File: src/sv/utf8v_pkg.sv
// ---------------------------------------------------------------------------
// utf8v_pkg
// shared types and constants of the utf-8 text validator
// ---------------------------------------------------------------------------
package utf8v_pkg;

    // string length counter, one bit wider so it saturates above any limit
    localparam int LENGTH_BITS = 24;
    localparam int COUNT_W     = LENGTH_BITS + 1;
    localparam int MAX_W       = 24;
    localparam int CMP_W       = (COUNT_W > MAX_W) ? COUNT_W : MAX_W;
    localparam int ACC_W       = 21;
    localparam int LEN_W       = 3;
    localparam int OWED_W      = 2;

    localparam logic [COUNT_W-1:0] COUNT_MAX     = '1;
    localparam logic [MAX_W-1:0]   MAX_BYTES_RST = MAX_W'(4096);

    // register map
    localparam logic REG_MAX_BYTES = 1'b0;

    // byte classes
    localparam logic [7:0] CTRL_LIMIT = 8'h20;
    localparam logic [7:0] CHAR_TAB   = 8'h09;
    localparam logic [7:0] CHAR_LF    = 8'h0A;
    localparam logic [7:0] CHAR_DEL   = 8'h7F;

    // code point limits
    localparam logic [ACC_W-1:0] MIN_3BYTE  = ACC_W'(32'h800);
    localparam logic [ACC_W-1:0] MIN_4BYTE  = ACC_W'(32'h10000);
    localparam logic [ACC_W-1:0] SURR_LOW   = ACC_W'(32'hD800);
    localparam logic [ACC_W-1:0] SURR_HIGH  = ACC_W'(32'hDFFF);
    localparam logic [ACC_W-1:0] CODE_LIMIT = ACC_W'(32'h10FFFF);

    localparam logic [LEN_W-1:0] SEQ_LEN_1 = 3'd1;
    localparam logic [LEN_W-1:0] SEQ_LEN_2 = 3'd2;
    localparam logic [LEN_W-1:0] SEQ_LEN_3 = 3'd3;
    localparam logic [LEN_W-1:0] SEQ_LEN_4 = 3'd4;

    typedef struct packed {
        logic [7:0] data_byte;
        logic       last;
        logic       no_byte;
    } item_t;

    typedef struct packed {
        logic load;
        logic valid_res;
    } result_t;

endpackage

File: src/sv/utf8_text_validator_unit.sv
// ---------------------------------------------------------------------------
// utf8_text_validator_unit
// streaming utf-8 text checker with one pass/fail result per string
// ---------------------------------------------------------------------------
// A string enters one byte per item on the slave side; tlast marks its final
// item and tuser set means that item carries no byte and only closes the
// string. Each byte goes through an input register, combinational checks
// against the running per-string state, and, on the final item, into a result
// register, so one item is taken per clock cycle unless a final item waits,
// and the verdict is loaded as the final item leaves the input register. A
// string passes when it is non-empty, no longer than max_bytes, leaves no
// multi-byte sequence open and holds only legal utf-8 with no control
// characters other than tab and newline and no DEL. Only the result register
// can hold the stream back: a final item waits while an earlier verdict is
// still untaken. max_bytes sits at APB byte address 0 (bits 23:0, reset 4096);
// the user must write it only while idle; the block does not enforce it.
// ---------------------------------------------------------------------------
module utf8_text_validator_unit
    import utf8v_pkg::*;
(
    input  logic        clk,
    input  logic        rst_n,
    // slave side item
    input  logic        s_tvalid,
    output logic        s_tready,
    input  logic [7:0]  s_tdata,    // [7:0] data_byte
    input  logic        s_tlast,    // last
    input  logic        s_tuser,    // [0] no_byte
    // master side item
    output logic        m_tvalid,
    input  logic        m_tready,
    output logic [7:0]  m_tdata,    // [0] valid_res, [7:1] zero
    // configuration
    input  logic        psel,
    input  logic        penable,
    input  logic        pwrite,
    input  logic [2:0]  paddr,
    input  logic [31:0] pwdata,
    output logic [31:0] prdata,
    output logic        pready
);

    logic             item_vld;
    item_t            item;
    logic             advance;
    logic             res_free;
    result_t          result;
    logic [MAX_W-1:0] max_bytes_reg;
    logic             cfg_wr;

    // register file: one 24-bit limit, word index in paddr[2]
    assign pready = 1'b1;
    assign cfg_wr = psel && penable && pwrite && pready && (paddr[2] == REG_MAX_BYTES);

    always_ff @(posedge clk or negedge rst_n)
    begin
        if (!rst_n)
        begin
            max_bytes_reg <= MAX_BYTES_RST;
        end
        else if (cfg_wr)
        begin
            max_bytes_reg <= pwdata[MAX_W-1:0];
        end
    end

    // unmapped words read as zero
    assign prdata = (paddr[2] == REG_MAX_BYTES) ? {{(32-MAX_W){1'b0}}, max_bytes_reg} : '0;

    utf8v_input_stage u_input
    (
        .clk      (clk),
        .rst_n    (rst_n),
        .s_tvalid (s_tvalid),
        .s_tready (s_tready),
        .s_tdata  (s_tdata),
        .s_tlast  (s_tlast),
        .s_tuser  (s_tuser),
        .advance  (advance),
        .item_vld (item_vld),
        .item     (item)
    );

    // state update and byte checks, one item per cycle unless a final item waits
    utf8v_check_core u_core
    (
        .clk       (clk),
        .rst_n     (rst_n),
        .item_vld  (item_vld),
        .item      (item),
        .res_free  (res_free),
        .max_bytes (max_bytes_reg),
        .advance   (advance),
        .result    (result)
    );

    utf8v_result_stage u_result
    (
        .clk      (clk),
        .rst_n    (rst_n),
        .result   (result),
        .res_free (res_free),
        .m_tvalid (m_tvalid),
        .m_tready (m_tready),
        .m_tdata  (m_tdata)
    );

endmodule

File: src/sv/utf8v_input_stage.sv
// ---------------------------------------------------------------------------
// utf8v_input_stage
// input register, refilled in the same cycle it drains
// ---------------------------------------------------------------------------
module utf8v_input_stage
    import utf8v_pkg::*;
(
    input  logic       clk,
    input  logic       rst_n,
    input  logic       s_tvalid,
    output logic       s_tready,
    input  logic [7:0] s_tdata,
    input  logic       s_tlast,
    input  logic       s_tuser,
    input  logic       advance,
    output logic       item_vld,
    output item_t      item
);

    logic  vld_reg;
    logic  vld_next;
    item_t item_reg;

    assign s_tready = !vld_reg || advance;
    assign vld_next = s_tready ? s_tvalid : vld_reg;

    always_ff @(posedge clk or negedge rst_n)
    begin
        if (!rst_n)
        begin
            vld_reg <= 1'b0;
        end
        else
        begin
            vld_reg <= vld_next;
        end
    end

    always_ff @(posedge clk)
    begin
        if (s_tvalid && s_tready)
        begin
            item_reg <= '{data_byte: s_tdata, last: s_tlast, no_byte: s_tuser};
        end
    end

    assign item_vld = vld_reg;
    assign item     = item_reg;

endmodule

File: src/sv/utf8v_check_core.sv
// ---------------------------------------------------------------------------
// utf8v_check_core
// per-string running state and the byte checks of one item
// ---------------------------------------------------------------------------
module utf8v_check_core
    import utf8v_pkg::*;
(
    input  logic             clk,
    input  logic             rst_n,
    input  logic             item_vld,
    input  item_t            item,
    input  logic             res_free,
    input  logic [MAX_W-1:0] max_bytes,
    output logic             advance,
    output result_t          result
);

    logic [COUNT_W-1:0] byte_count_reg, byte_count_next;
    logic [OWED_W-1:0]  bytes_owed_reg, bytes_owed_next;
    logic [LEN_W-1:0]   seq_len_reg, seq_len_next;
    logic [ACC_W-1:0]   code_acc_reg, code_acc_next;
    logic               failed_reg, failed_next;
    logic [ACC_W-1:0]   acc_shift;
    logic [7:0]         b;
    logic               seq_bad;
    logic               ok;

    assign b         = item.data_byte;
    assign acc_shift = {code_acc_reg[ACC_W-7:0], b[5:0]};

    // overlong, surrogate and out-of-range checks on the finished code point
    always_comb
    begin
        seq_bad = 1'b0;
        if (seq_len_reg == SEQ_LEN_3 && acc_shift < MIN_3BYTE)
        begin
            seq_bad = 1'b1;
        end
        if (seq_len_reg == SEQ_LEN_4 && acc_shift < MIN_4BYTE)
        begin
            seq_bad = 1'b1;
        end
        if (acc_shift >= SURR_LOW && acc_shift <= SURR_HIGH)
        begin
            seq_bad = 1'b1;
        end
        if (acc_shift > CODE_LIMIT)
        begin
            seq_bad = 1'b1;
        end
    end

    always_comb
    begin
        byte_count_next = byte_count_reg;
        bytes_owed_next = bytes_owed_reg;
        seq_len_next    = seq_len_reg;
        code_acc_next   = code_acc_reg;
        failed_next     = failed_reg;
        if (!item.no_byte)
        begin
            if (byte_count_reg != COUNT_MAX)
            begin
                byte_count_next = byte_count_reg + 1'b1;
            end
            if (!failed_reg)
            begin
                if (bytes_owed_reg == '0)
                begin
                    priority if ((b < CTRL_LIMIT && b != CHAR_LF && b != CHAR_TAB)
                                 || b == CHAR_DEL)
                    begin
                        failed_next = 1'b1;
                    end
                    else if (!b[7])
                    begin
                        seq_len_next  = SEQ_LEN_1;
                        code_acc_next = {{(ACC_W-8){1'b0}}, b};
                    end
                    else if (b[7:5] == 3'b110)
                    begin
                        if (b[4:1] == 4'd0)
                        begin
                            failed_next = 1'b1;
                        end
                        else
                        begin
                            seq_len_next    = SEQ_LEN_2;
                            code_acc_next   = {{(ACC_W-5){1'b0}}, b[4:0]};
                            bytes_owed_next = 2'd1;
                        end
                    end
                    else if (b[7:4] == 4'b1110)
                    begin
                        seq_len_next    = SEQ_LEN_3;
                        code_acc_next   = {{(ACC_W-4){1'b0}}, b[3:0]};
                        bytes_owed_next = 2'd2;
                    end
                    else if (b[7:3] == 5'b11110)
                    begin
                        seq_len_next    = SEQ_LEN_4;
                        code_acc_next   = {{(ACC_W-3){1'b0}}, b[2:0]};
                        bytes_owed_next = 2'd3;
                    end
                    else
                    begin
                        failed_next = 1'b1;
                    end
                end
                else if (b[7:6] != 2'b10)
                begin
                    failed_next = 1'b1;
                end
                else
                begin
                    code_acc_next   = acc_shift;
                    bytes_owed_next = bytes_owed_reg - 1'b1;
                    if (bytes_owed_reg == 2'd1 && seq_bad)
                    begin
                        failed_next = 1'b1;
                    end
                end
            end
        end
    end

    assign ok = !failed_next && bytes_owed_next == '0 && byte_count_next != '0 &&
                CMP_W'(byte_count_next) <= CMP_W'(max_bytes);

    // a non-last item never waits on the result register
    assign advance          = item_vld && (!item.last || res_free);
    assign result.load      = advance && item.last;
    assign result.valid_res = ok;

    always_ff @(posedge clk or negedge rst_n)
    begin
        if (!rst_n)
        begin
            byte_count_reg <= '0;
            bytes_owed_reg <= '0;
            seq_len_reg    <= '0;
            code_acc_reg   <= '0;
            failed_reg     <= 1'b0;
        end
        else if (advance)
        begin
            if (item.last)
            begin
                byte_count_reg <= '0;
                bytes_owed_reg <= '0;
                seq_len_reg    <= '0;
                code_acc_reg   <= '0;
                failed_reg     <= 1'b0;
            end
            else
            begin
                byte_count_reg <= byte_count_next;
                bytes_owed_reg <= bytes_owed_next;
                seq_len_reg    <= seq_len_next;
                code_acc_reg   <= code_acc_next;
                failed_reg     <= failed_next;
            end
        end
    end

endmodule

File: src/sv/utf8v_result_stage.sv
// ---------------------------------------------------------------------------
// utf8v_result_stage
// result register toward the master side
// ---------------------------------------------------------------------------
module utf8v_result_stage
    import utf8v_pkg::*;
(
    input  logic       clk,
    input  logic       rst_n,
    input  result_t    result,
    output logic       res_free,
    output logic       m_tvalid,
    input  logic       m_tready,
    output logic [7:0] m_tdata
);

    logic vld_reg, vld_next;
    logic res_reg;

    assign res_free = !vld_reg || m_tready;

    always_comb
    begin
        vld_next = vld_reg;
        if (result.load)
        begin
            vld_next = 1'b1;
        end
        else if (m_tready)
        begin
            vld_next = 1'b0;
        end
    end

    always_ff @(posedge clk or negedge rst_n)
    begin
        if (!rst_n)
        begin
            vld_reg <= 1'b0;
        end
        else
        begin
            vld_reg <= vld_next;
        end
    end

    always_ff @(posedge clk)
    begin
        if (result.load)
        begin
            res_reg <= result.valid_res;
        end
    end

    assign m_tvalid = vld_reg;
    assign m_tdata  = {7'd0, res_reg};

endmodule

File: config.mk
export PLATFORM = sky130hd
export DESIGN_NAME = utf8_text_validator_unit
export DESIGN_NICKNAME = d
export VERILOG_FILES = /design/src/sv/utf8v_pkg.sv /design/src/sv/utf8_text_validator_unit.sv /design/src/sv/utf8v_input_stage.sv /design/src/sv/utf8v_check_core.sv /design/src/sv/utf8v_result_stage.sv
export SDC_FILE = /design/constraint.sdc
export NUM_CORES = 1
export LEC_CHECK = 0
export BUFFER_PORTS_ARGS = -buffer_cell sky130_fd_sc_hd__buf_2
export CAP_MARGIN = 30
export CORE_UTILIZATION = 30
export DETAILED_ROUTE_END_ITERATION = 16
export PLACE_DENSITY = 0.49
export SETUP_SLACK_MARGIN = 0.5
export SLEW_MARGIN = 20
export SYNTH_ARGS = -nofsm -noshare
export SYNTH_HDL_FRONTEND = slang
export SYNTH_SLANG_ARGS = --single-unit
export TNS_END_PERCENT = 20
File: constraint.sdc
create_clock -name clk -period 8.8 [get_ports clk]
set_input_delay 1.76 -clock clk [delete_from_list [all_inputs] [get_ports clk]]
set_output_delay 1.76 -clock clk [all_outputs]
set_load 0.05 [all_outputs]
=== Yosys cells after proc, flatten, opt, wreduce, memory -nomap -nowiden ===
Cells that the tools add are included.

* Register bits: 83
* Bits in latches: 0
* RAM bits: 0
* ROM bits: 0
* Logic and storage cells: 127
* Memories kept: 0

* Add/subtract/negate cells: 2
* Multiply operators: 0
* Divide/modulo/power cells: 0
* Magnitude comparators: 7
* Equality and inequality tests: 20
* Shift-type cells: 0
* Muxes and demuxes: 54
* Bitwise gates (word level): 1
* Reductions and logical operators: 31

{| class="wikitable"
|+ Operator list
! kind !! count
|-
| 2-to-1 mux 15 bit || 11
|-
| 2-to-1 mux 25 bit || 3
|-
| 2-to-1 mux 3 bit || 10
|-
| adder 25 x 1 -> 25 bit, second input constant || 1
|-
| <= comparator 25 x 24 -> 1 bit || 1
|-
| inequality test 25 bit, second input constant || 1
|-
| nonzero test 25 bit || 1
|-
| 2-to-1 mux 24 bit || 1
|-
| 2-to-1 mux 2 bit || 11
|-
| >= comparator 21 x 16 -> 1 bit, second input constant || 1
|-
| > comparator 21 bit, second input constant || 1
|-
| <= comparator 21 x 16 -> 1 bit, second input constant || 1
|-
| less-than comparator 21 x 12 -> 1 bit, second input constant || 1
|-
| less-than comparator 21 x 17 -> 1 bit, second input constant || 1
|-
| 2-to-1 mux 1 bit || 18
|-
| inequality test 8 x 4 -> 1 bit, second input constant || 2
|-
| logical AND 1 bit || 15
|-
| AND reduction 7 bit || 2
|-
| == test 8 x 7 -> 1 bit, second input constant || 1
|-
| less-than comparator 8 x 6 -> 1 bit, second input constant || 1
|-
| == test 3 bit, second input constant || 2
|-
| inequality test 2 bit, second input constant || 3
|-
| inequality test 6 bit, second input constant || 1
|-
| == test 5 bit, second input constant || 1
|-
| 16 further kinds || 24
|}

=== Longest topological paths before layout ===
Gate-level depths: netlist (run 1).

* Depth in word-level cells: 16
* Depth in mapped cells: 16
* Depth with buffers taken out: 16

=== Hierarchy ===
Synthesis (run 1) repeated with hierarchy kept, for this count alone.

* Cell total of the unflattened synthesis: 560
* Area total of the unflattened synthesis: 5,363.9 sq um

{| class="wikitable"
|+ Modules (own cells, without submodules)
! module !! times used !! cells each !! area each (sq um) !! seq. area each (sq um)
|-
| utf8v_check_core || 1 || 445 || 3,639.7 || 1,151.1
|-
| utf8_text_validator_unit || 1 || 88 || 1,228.7 || 601.8
|-
| utf8v_input_stage || 1 || 14 || 354.1 || 325.3
|-
| utf8v_result_stage || 1 || 13 || 141.4 || 55.1
|}

=== Worst setup path after synthesis (run 1) ===
No wires, ideal clock.

* Path type: input to output
* Start: in paddr[2]
* End: out prdata[10]
* Arrival: 2,778 ps
* Required time: 7,040 ps
* Path slack: 4,262 ps
* Stages: 3
* Buffers on the path: 2
* Cells stage by stage: clkbuf_1 -> clkbuf_1 -> nor2_1

* Longest elaborated chain between the ends: 1

{| class="wikitable"
|+ RTL lines
! element !! line !! source
|-
| from (decl) || utf8_text_validator_unit.sv:37 || <nowiki>input logic [2:0] paddr,</nowiki>
|-
| 2-to-1 mux 24 bit || utf8_text_validator_unit.sv:68 || <nowiki>assign prdata = (paddr[2] == REG_MAX_BYTES) ? {{(32-MAX_W){1'b0}}, max_bytes_reg} : '0;</nowiki>
|-
| to (decl) || utf8_text_validator_unit.sv:39 || <nowiki>output logic [31:0] prdata,</nowiki>
|}

No other way between the ends.

=== Final worst setup path (run 1) ===
* Start: in paddr[2]
* End: out prdata[19]

Same word-level chain as after synthesis.

==> flow_summary.ini, run 1 <==
[die]
boundaryPins = 95
die_w_um = 135
die_h_um = 135
die-area_um2 = 18300
start_util = 0.308
floorplan.rows = 48
core_um2 = 17300

[critical_path]
cp.arrival_ns = 2.44
crit_fanout = 25
cp.required_ns = 7.04
end_kind = primary output
path_class = in2out
start_kind = input port

[synth]
synth_top_cell_by_area = dfrtp_1
ys_ff_latch = 83
synth.top_cell.area_share = 0.333
ys_warn_count = 0
synth_top_family_by_area = simple AND/OR/NAND/NOR gates
avgSynthCellArea_um2 = 9.63
synth_ff_type = dfrtp_1
synth.yosys.seq_area_share = 0.400
syn_area_um2 = 5330
synth_edf_count = 11
ys_types = 66
netlist_instances = 553
synth_mux_area_frac = 0.0622
synth_simple_gate_area_frac = 0.207
synth_fa_ha_area_frac = 0.0634
synth-xor-area-share = 0.0425
synth-async-reset-ratio = 0.867
synth_compound_area_frac = 0.149
synthTopCellsByArea = dfrtp_1 33%, ha_1 6.3%, edfxtp_1 6.2%

[sta]
post-route-period-util = 0.477
setup_viol = 0
setup_ws_ns = 4.60
fin_hold_ws_ns = 0.506
fin_tns_setup_ns = 0
report.final.slew_viol_count = 0
max_freq_mhz = 238
rsz0062_at_grt = false
min_period_ns = 4.20
worstMarginPinSlew_ns = 0.862
slew_headroom = 0.421
finClkSkew_ns = 0.00644
hold_viol = 0

[grt]
first_global_vias = 4130
grt_pass1_wl_mm = 21.2
grt-ovfl-total = 0
track_usage = 0.151
grt_max_degree = 73
antenna_found_initial = 0

[clock_network]
cts_setup_buffers = 0
cts.reportedPaths.clkPinSlew_ns = 0.06
clkSinkCount = 83
cts_root_buf = clkbuf_16
cts_resized = 0
tritoncts = yes
clockBufferDepth = 2
htree_levels = 3
cts_buffers = 9
hold_buffers = 0
insertion_delay_ns = 0.35

[place]
dp_hpwl_mm = 9.85
place.gp.congestion = 0.810
pre_cts_slack_ns = 4.59
port_buffers = 68
dpl.cell_count = 820

[finish]
fin_cells = 837
drive_above_1_share = 0.227
n_antenna_cell = 0
largest_reg_flops = 25
final_common_cell = dfrtp_1
multi_input_area_um2 = 2850
regArea_um2 = 2130
nets = 686
nFillCells = 1769
syn_to_final_growth_pct = 14.6
layout_common_cells = 71 x dfrtp_1, 68 x buf_2, 45 x nor2_1

[route]
vias_per_cell = 5.00
dr.pass1.iters = 4
first_iter_violations = 179
ant_nets = 0
drc = 0
routed_wl_mm = 13.0
wire_per_inst_um = 15.6
vias = 4185

[power]
leakage_nw = 2.87
p_per_area_nw_per_um2 = 192
vdd_drop_max_uv = 117

[status]
status = completed

[run]
cap_violations = 0

[min_path]
hold_path_class = reg2reg
==> metal layers <==
layer	routed length, µm	vias up	GRT usage
li1	-	2066	-
met4	179	0	0.0506
met1	5850	2031	0.189
met3	427	12	0.0344
met2	6560	76	0.255
met5	0	-	0
==> area by class of cell <==
cell class              count  share of cell area
clock inverters             6             0.00779
inverters                  38              0.0234
well taps                 225              0.0461
multi-input cells         402               0.467
flip-flops and latches     83               0.350
repair buffers             73              0.0652
clock buffers              10              0.0410
==> final timing paths <==
path	from	to	slack (ns)	cells after the start
max reg2reg	u_core.byte_count_reg[0]$_DFFE_PN0P_	u_result.res_reg$_DFFE_PP_	4.85	14
min reg2reg	max_bytes_reg[9]$_DFFE_PN0P_	max_bytes_reg[9]$_DFFE_PN0P_	0.51	1
max	paddr[2]	prdata[19]	4.60	3
min in group asynchronous	rst_n	max_bytes_reg[2]$_DFFE_PN0P_	1.41	2
min	max_bytes_reg[9]$_DFFE_PN0P_	max_bytes_reg[9]$_DFFE_PN0P_	0.51	1
max in group asynchronous	rst_n	u_core.seq_len_reg[0]$_DFFE_PN0P_	6.83	3
==> synth_stat cells (3+ instances only) <==
cell type / number
a22o_1: 22
nor4_1: 7
nor2b_1: 11
nand4_1: 16
clkbuf_1: 17
a21o_1: 9
xor2_1: 9
and2_1: 8
mux2i_1: 5
o21ai_0: 21
nand3_1: 18
buf_4: 17
buf_2: 8
mux2_2: 25
nand4b_1: 3
dfrtp_1: 71
a21oi_1: 21
xnor2_1: 15
and4_1: 6
nand2b_1: 4
inv_1: 38
edfxtp_1: 11
nor3_1: 9
o22ai_1: 5
and3_1: 8
nand2_1: 37
ha_1: 27
a31oi_1: 4
nor2_1: 45
==> critical path, cell delays in order <==
cell    delay [ns]
buf_2         0.35
nor2_1        0.10
buf_2         0.22
==> cells by family (layout without fill, tap and decap cells) <==
logic type,count (synthesis),in the layout
and+or+nand+nor,196,196
xor gates and xnor gates,25,25
other,2,16
buffers and inverters,82,127
AOI/OAI and AO/OA,108,108
adders and majority gates,27,27
muxes,30,30
DFF,83,83
==> where the power goes <==
part | leakage [nW] | internal [W] | switching [W]
Combinational | 1.68 | 0.000110 | 0.000203
Clock | 0.138 | 0.000210 | 0.000169
Sequential | 1.05 | 0.000436 | 0.0000438
==> per-stage QoR <==
stage | power, W | area, µm² | util
finish | 0.00117 | 6100 | 0.353
global route | 0.00124 | 6100 | 0.353
detailed placement | 0.000803 | 5780 | 0.334
floorplan | 0.000722 | 5380 | -
global placement | 0.000794 | 5780 | 0.334
CTS | 0.00119 | 6080 | 0.351
Power figures use the tool's default switching activity.
==> run 2: changes to the inputs <==
--- a/config.mk
+++ b/config.mk
@@ -5,6 +5,7 @@
 export SDC_FILE = /design/constraint.sdc
 export NUM_CORES = 1
 export LEC_CHECK = 0
+export ABC_AREA = 1
 export BUFFER_PORTS_ARGS = -buffer_cell sky130_fd_sc_hd__buf_2
 export CAP_MARGIN = 30
 export CORE_UTILIZATION = 30
==> constraint.sdc (replaced) <==
create_clock -name clk -period 4.25 [get_ports clk]
set_input_delay 0.85 -clock clk [delete_from_list [all_inputs] [get_ports clk]]
set_output_delay 0.85 -clock clk [all_outputs]
set_load 0.05 [all_outputs]
==> run 2 against run 1 <==
  * Clock skew is 0.0029 ns higher
  * Hold slack worse by 0.11 ns
  * Clock power is 99% higher
  * Area after synthesis is 2.7% higher
  * Via count is 17% higher
  * Clock-buffer cell count is 1 lower
  * Setup slack worse by 3.8 ns
  * Critical path depth is 16 higher
  * Non-clock buffer count is 3 higher
  * First-iteration DRC count is 29% higher
  * Cell count is 27% higher
  * Synthesized cell count is 39% higher
  * Critical path type is now reg2reg
==> flow_summary.ini, run 2 <==
[route]
routed_wl_mm = 14.4
dr.pass1.iters = 5
wire_per_inst_um = 13.6
drc = 0
vias_per_cell = 4.60
first_iter_violations = 231
ant_nets = 0
vias = 4881

[die]
core_um2 = 17900
boundaryPins = 95
die-area_um2 = 18800
start_util = 0.306
die_w_um = 137
die_h_um = 137
floorplan.rows = 49

[sta]
slew_headroom = 0.449
post-route-period-util = 0.800
rsz0062_at_grt = false
finClkSkew_ns = 0.00938
setup_ws_ns = 0.850
hold_viol = 0
min_period_ns = 3.40
setup_viol = 0
report.final.slew_viol_count = 0
max_freq_mhz = 294
worstMarginPinSlew_ns = 0.826
fin_tns_setup_ns = 0

[synth]
synthTopCellsByArea = dfrtp_1 32%, nand2_1 11%, nor2_1 7.4%
ys_warn_count = 0
ys_types = 40
synth_simple_gate_area_frac = 0.297
ys_ff_latch = 83
synthMostInstantiatedCell = nand2_1
avgSynthCellArea_um2 = 7.12
synth-xor-area-share = 0.0144
synth.top_cell.area_share = 0.325
synth.yosys.seq_area_share = 0.390
ys_top_cells_by_count = 161 x nand2_1, 108 x nor2_1, 106 x inv_1
synth_ff_type = dfrtp_1
synth_mux_area_frac = 0
netlist_instances = 768
synth-async-reset-ratio = 0.867
synth_top_cell_by_area = dfrtp_1
syn_area_um2 = 5470
synth_fa_ha_area_frac = 0.0617
synth_top_family_by_area = simple AND/OR/NAND/NOR gates
synth_edf_count = 11
synth_compound_area_frac = 0.117

[grt]
first_global_vias = 4514
antenna_found_initial = 0
track_usage = 0.166
grt-ovfl-total = 0
grt_max_degree = 52
grt_pass1_wl_mm = 23.8

[place]
pre_cts_slack_ns = 0.847
dp_hpwl_mm = 10.8
place.gp.congestion = 0.848
port_buffers = 68

[clock_network]
cts_root_buf = clkbuf_16
htree_levels = 3
insertion_delay_ns = 0.35
hold_buffers = 0
cts.reportedPaths.clkPinSlew_ns = 0.07
clockBufferDepth = 2
tritoncts = yes
clkSinkCount = 83
cts_buffers = 9
cts_setup_buffers = 0
cts_resized = 0

[power]
leakage_nw = 3.14
swShare = 0.389
p_per_area_nw_per_um2 = 412
seq_power_share = 0.397
p_int_w = 0.00158
clkPwrFrac = 0.293
power_frac_comb = 0.310
p_switching_w = 0.00101
vdd_drop_max_uv = 171

[critical_path]
start_kind = flop
cp.arrival_ns = 3.51
end_kind = flop
slowest_stage = dfrtp_1
crit_chain = ha_1 > nand2_2 > nor2_4 > nand2_4 > nor2_4 > nand2_2 > nand3_1 > o21ai_1 > inv_1 > ha_1 > nand2_1 > o21ai_0 > a21oi_1 > o21ai_0 > nand3_1 > nand3_1 > nand2_1 > nand2_1 > nor2_1
cp.required_ns = 4.36
path_class = reg2reg
slowest_delay_ns = 0.46
crit_fanout = 21
r2r_cells = 19

[finish]
n_antenna_cell = 0
final_common_cell = nand2_1
syn_to_final_growth_pct = 14.7
drive_above_1_share = 0.130
nets = 907
largest_reg_flops = 25
layout_common_cells = 161 x nand2_1, 108 x nor2_1, 106 x inv_1

[run]
cap_violations = 0

[min_path]
hold_path_class = in2async

[status]
status = completed
## run 2: cell count changes in the layout (fill, tap and decap cells not counted), moves of 9 or more
cell and change:
inv_1 +68, a21oi_1 +24, nand3_1 +45, mux2_2 -25
xnor2_1 -15, a21o_1 -9, nor2b_1 -11, a22o_1 -22
nand2_1 +124, o22ai_1 +16, o21ai_0 +12, nor2_1 +63
## run 2: worst max-delay path: cells and delay by family (launching register included)
family	cells	cell delay [ns]
compound gates	4	0.71
buf+inv	1	0.10
simple gates	12	1.26
fa+ha+maj	2	0.62
flops	1	0.46
## run 2: worst paths after layout
path                                                       from                               endpoint  slack [ns]
min in group clk             u_core.code_acc_reg[3]$_DFFE_PN0P_     u_core.code_acc_reg[9]$_DFFE_PN0P_        0.51
hold / removal                                            rst_n  u_core.byte_count_reg[15]$_DFFE_PN0P_        0.39
hold reg to reg              u_core.code_acc_reg[3]$_DFFE_PN0P_     u_core.code_acc_reg[9]$_DFFE_PN0P_        0.51
max in group asynchronous                                 rst_n   u_core.byte_count_reg[8]$_DFFE_PN0P_        3.29
setup / recovery           u_core.byte_count_reg[0]$_DFFE_PN0P_             u_result.res_reg$_DFFE_PP_        0.85
setup reg to reg           u_core.byte_count_reg[0]$_DFFE_PN0P_             u_result.res_reg$_DFFE_PP_        0.85
## run 2: power by group through the flow
stage | registers (W) | logic, W | clock network [W]
2_1_floorplan | 0.00102 | 0.000615 | 0
3_3_place_gp | 0.00104 | 0.000794 | 0
5_1_grt | 0.00104 | 0.000912 | 0.000800
4_1_cts | 0.00103 | 0.000806 | 0.000780
3_5_place_dp | 0.00104 | 0.000801 | 0
6_report | 0.00103 | 0.000800 | 0.000756
## run 2: logic make-up after synthesis
logic type,count (synthesis)
AND/OR/NAND/NOR,377
buffers and inverters,153
AO/OA/AOI/OAI,117
flip-flops,83
adder cells (fa/ha/maj),27
XOR/XNOR,9
other,2
## run 2: layer usage
| layer | up-vias | share of wire | track usage |
|---|---|---|---|
| met4 | 0 | 0.011 | 0.0476 |
| met3 | 9 | 0.033 | 0.0256 |
| met5 | - | 0 | 0 |
| met1 | 2205 | 0.52 | 0.239 |
| met2 | 83 | 0.44 | 0.254 |
| li1 | 2584 | - | - |
## run 2: through the flow
step	hold slack, ns	std cells	instance area (µm²)	utilization	power [W]
2_1_floorplan	0.475	782	5520	-	0.00163
5_1_grt	0.417	1062	6280	0.351	0.00275
3_3_place_gp	0.493	1045	5970	0.334	0.00183
6_report	0.394	1062	6280	0.351	0.00258
3_5_place_dp	0.499	1046	6000	0.335	0.00184
4_1_cts	0.395	1062	6280	0.351	0.00261
## run 2: area by class of cell
type	count	area [µm²]
clock buffer	9	225
clock inverter	7	50.0
fill	1928	11600
inverter	112	420
multi-input combinational	546	2740
sequential	83	2130
tap	229	287
timing repair buffer	76	423
==> run 3: changes to the inputs <==
--- a/config.mk
+++ b/config.mk
@@ -10,7 +10,7 @@
 export CAP_MARGIN = 30
 export CORE_UTILIZATION = 30
 export DETAILED_ROUTE_END_ITERATION = 16
-export PLACE_DENSITY = 0.49
+export PLACE_DENSITY = 0.51
 export SETUP_SLACK_MARGIN = 0.5
 export SLEW_MARGIN = 20
 export SYNTH_ARGS = -nofsm -noshare
==> constraint.sdc (replaced) <==
create_clock -name clk -period 3.1 [get_ports clk]
set_input_delay 0.62 -clock clk [delete_from_list [all_inputs] [get_ports clk]]
set_output_delay 0.62 -clock clk [all_outputs]
set_load 0.05 [all_outputs]
==> run 3 against run 2 <==
  * Sequential power increased by 36%
  * Hold slack lost 0.19 ns
  * Clock skew about the same
  * First-iteration DRC count increased by 16%
  * Global-route usage rose by 0.67 points
  * Via count increased by 5.6%
  * Fmax grew 20%
  * Non-clock buffer count rose by 46
  * Critical endpoint unchanged
  * Register-to-register slack worse by 0.59 ns
  * Clock-buffer cell count increased by 2
  * Highest routed layer unchanged
  * Critical path depth down 1
==> flow_summary.ini, run 3 (synthesized netlist as in run 2, its figures left out) <==
[die]
core_um2 = 17900
boundaryPins = 95
floorplan.rows = 49
die_w_um = 137
start_util = 0.306
die_h_um = 137
die-area_um2 = 18800

[power]
p_per_area_nw_per_um2 = 547
vdd_drop_max_uv = 236
seq_power_share = 0.374
leakage_nw = 3.41
p_int_w = 0.00234
clkPwrFrac = 0.291
p_switching_w = 0.00140
swShare = 0.374
power_frac_comb = 0.335

[grt]
grt-ovfl-total = 0
grt_max_degree = 49
antenna_found_initial = 0
first_global_vias = 4709
grt_pass1_wl_mm = 24.7
track_usage = 0.172

[route]
vias = 5152
wire_per_inst_um = 13.7
routed_wl_mm = 15.1
ant_nets = 0
first_iter_violations = 268
vias_per_cell = 4.65
drc = 0
dr.pass1.iters = 5

[finish]
syn_to_final_growth_pct = 24.7
multi_input_area_um2 = 2900
regArea_um2 = 2140
n_antenna_cell = 0
drive_above_1_share = 0.207
layout_common_cells = 155 x nand2_1, 104 x inv_1, 100 x nor2_1
nets = 953
largest_reg_flops = 25
nFillCells = 1906
final_common_cell = nand2_1

[run]
cap_violations = 0

[clock_network]
clockBufferDepth = 2
cts_root_buf = clkbuf_16
insertion_delay_ns = 0.35
cts_buffers = 9
htree_levels = 3
cts.reportedPaths.clkPinSlew_ns = 0.07
tritoncts = yes
clkSinkCount = 83

[sta]
rsz0062_at_grt = true
setup_viol = 0
finClkSkew_ns = 0.00931
max_freq_mhz = 352
fin_hold_ws_ns = 0.203
post-route-period-util = 0.916
fin_tns_setup_ns = 0
min_period_ns = 2.84
hold_viol = 0
report.final.slew_viol_count = 0

[status]
status = completed

[critical_path]
crit_fanout = 3
cp.arrival_ns = 2.94
r2r_start = u_core.byte_count_reg[1]$_DFFE_PN0P_
worst_r2r_endpoint = u_result.res_reg$_DFFE_PP_
start_kind = flop
end_kind = flop
r2r_slack_ns = 0.26
cp.required_ns = 3.20
path_class = reg2reg
r2r_cells = 18

[place]
place.gp.congestion = 0.845
dp_hpwl_mm = 11.2
port_buffers = 68

[min_path]
hold_path_class = in2async
run 3: worst max path at each step:
stage                                    startpoint                         end  cells after the start
2_1_floorplan  u_core.byte_count_reg[0]$_DFFE_PN0P_  u_result.res_reg$_DFFE_PP_                     20
3_3_place_gp   u_core.byte_count_reg[1]$_DFFE_PN0P_  u_result.res_reg$_DFFE_PP_                     22
3_5_place_dp   u_core.byte_count_reg[1]$_DFFE_PN0P_  u_result.res_reg$_DFFE_PP_                     20
4_1_cts        u_core.byte_count_reg[0]$_DFFE_PN0P_  u_result.res_reg$_DFFE_PP_                     18
5_1_grt        u_core.byte_count_reg[7]$_DFFE_PN0P_  u_result.res_reg$_DFFE_PP_                     17
6_report       u_core.byte_count_reg[1]$_DFFE_PN0P_  u_result.res_reg$_DFFE_PP_                     18
run 3: worst max-delay path, cell delays in order, from the launching register on:
cell and delay, ns:
dfrtp_1 0.39, ha_4 0.17, nand2_4 0.06, nor2_4 0.14
nand2_4 0.08, nor2_4 0.19, buf_6 0.13, xor2_1 0.15
nand3_1 0.11, nand2_2 0.11, inv_2 0.05, ha_4 0.26
nand4_1 0.20, o221ai_2 0.24, nand2_1 0.09, nand3_2 0.07
nand2_1 0.06, nand2_1 0.05, nor2_1 0.03
run 3: power by group through the flow:
stage                     combinational [W]  clock (W)  sequential [W]
after global routing                0.00141    0.00116         0.00143
final                               0.00125    0.00109         0.00140
after CTS                           0.00122    0.00111         0.00139
after floorplan                    0.000843          0         0.00139
after global placement              0.00118          0         0.00141
after detailed placement            0.00119          0         0.00141
run 3: what timing repair did:
action	in CTS	in global routing
resized for setup	16	30
endpoints found under the setup margin	1	1
hold buffers	0	0
pin swaps	5	22
setup buffers	3	5
run 3: cell type report:
| cell class | count | share of cell area |
|---|---|---|
| clock buffers | 11 | 0.0341 |
| flip-flops and latches | 83 | 0.313 |
| well taps | 229 | 0.0420 |
| multi-input cells | 546 | 0.424 |
| repair buffers | 122 | 0.117 |
| inverters | 112 | 0.0616 |
| clock inverters | 5 | 0.00807 |
run 3: metal layers:
layer / vias up / global-route usage / routed length, µm
li1: 2683 / - / -
met1: 2334 / 0.253 / 7830
met2: 109 / 0.251 / 6480
met3: 26 / 0.0207 / 476
met4: 0 / 0.0745 / 352
met5: - / 0 / 0
run 3: metrics by stage:
step | setup slack (ns) | cell area, µm² | instances | util | power (W)
after floorplan | 0.502 | 5530 | 782 | - | 0.00224
after global placement | 0.151 | 6270 | 1083 | 0.351 | 0.00260
after detailed placement | 0.162 | 6300 | 1084 | 0.352 | 0.00261
after CTS | 0.301 | 6670 | 1103 | 0.372 | 0.00373
after global routing | 0.0448 | 6830 | 1108 | 0.381 | 0.00399
final | 0.261 | 6830 | 1108 | 0.381 | 0.00373
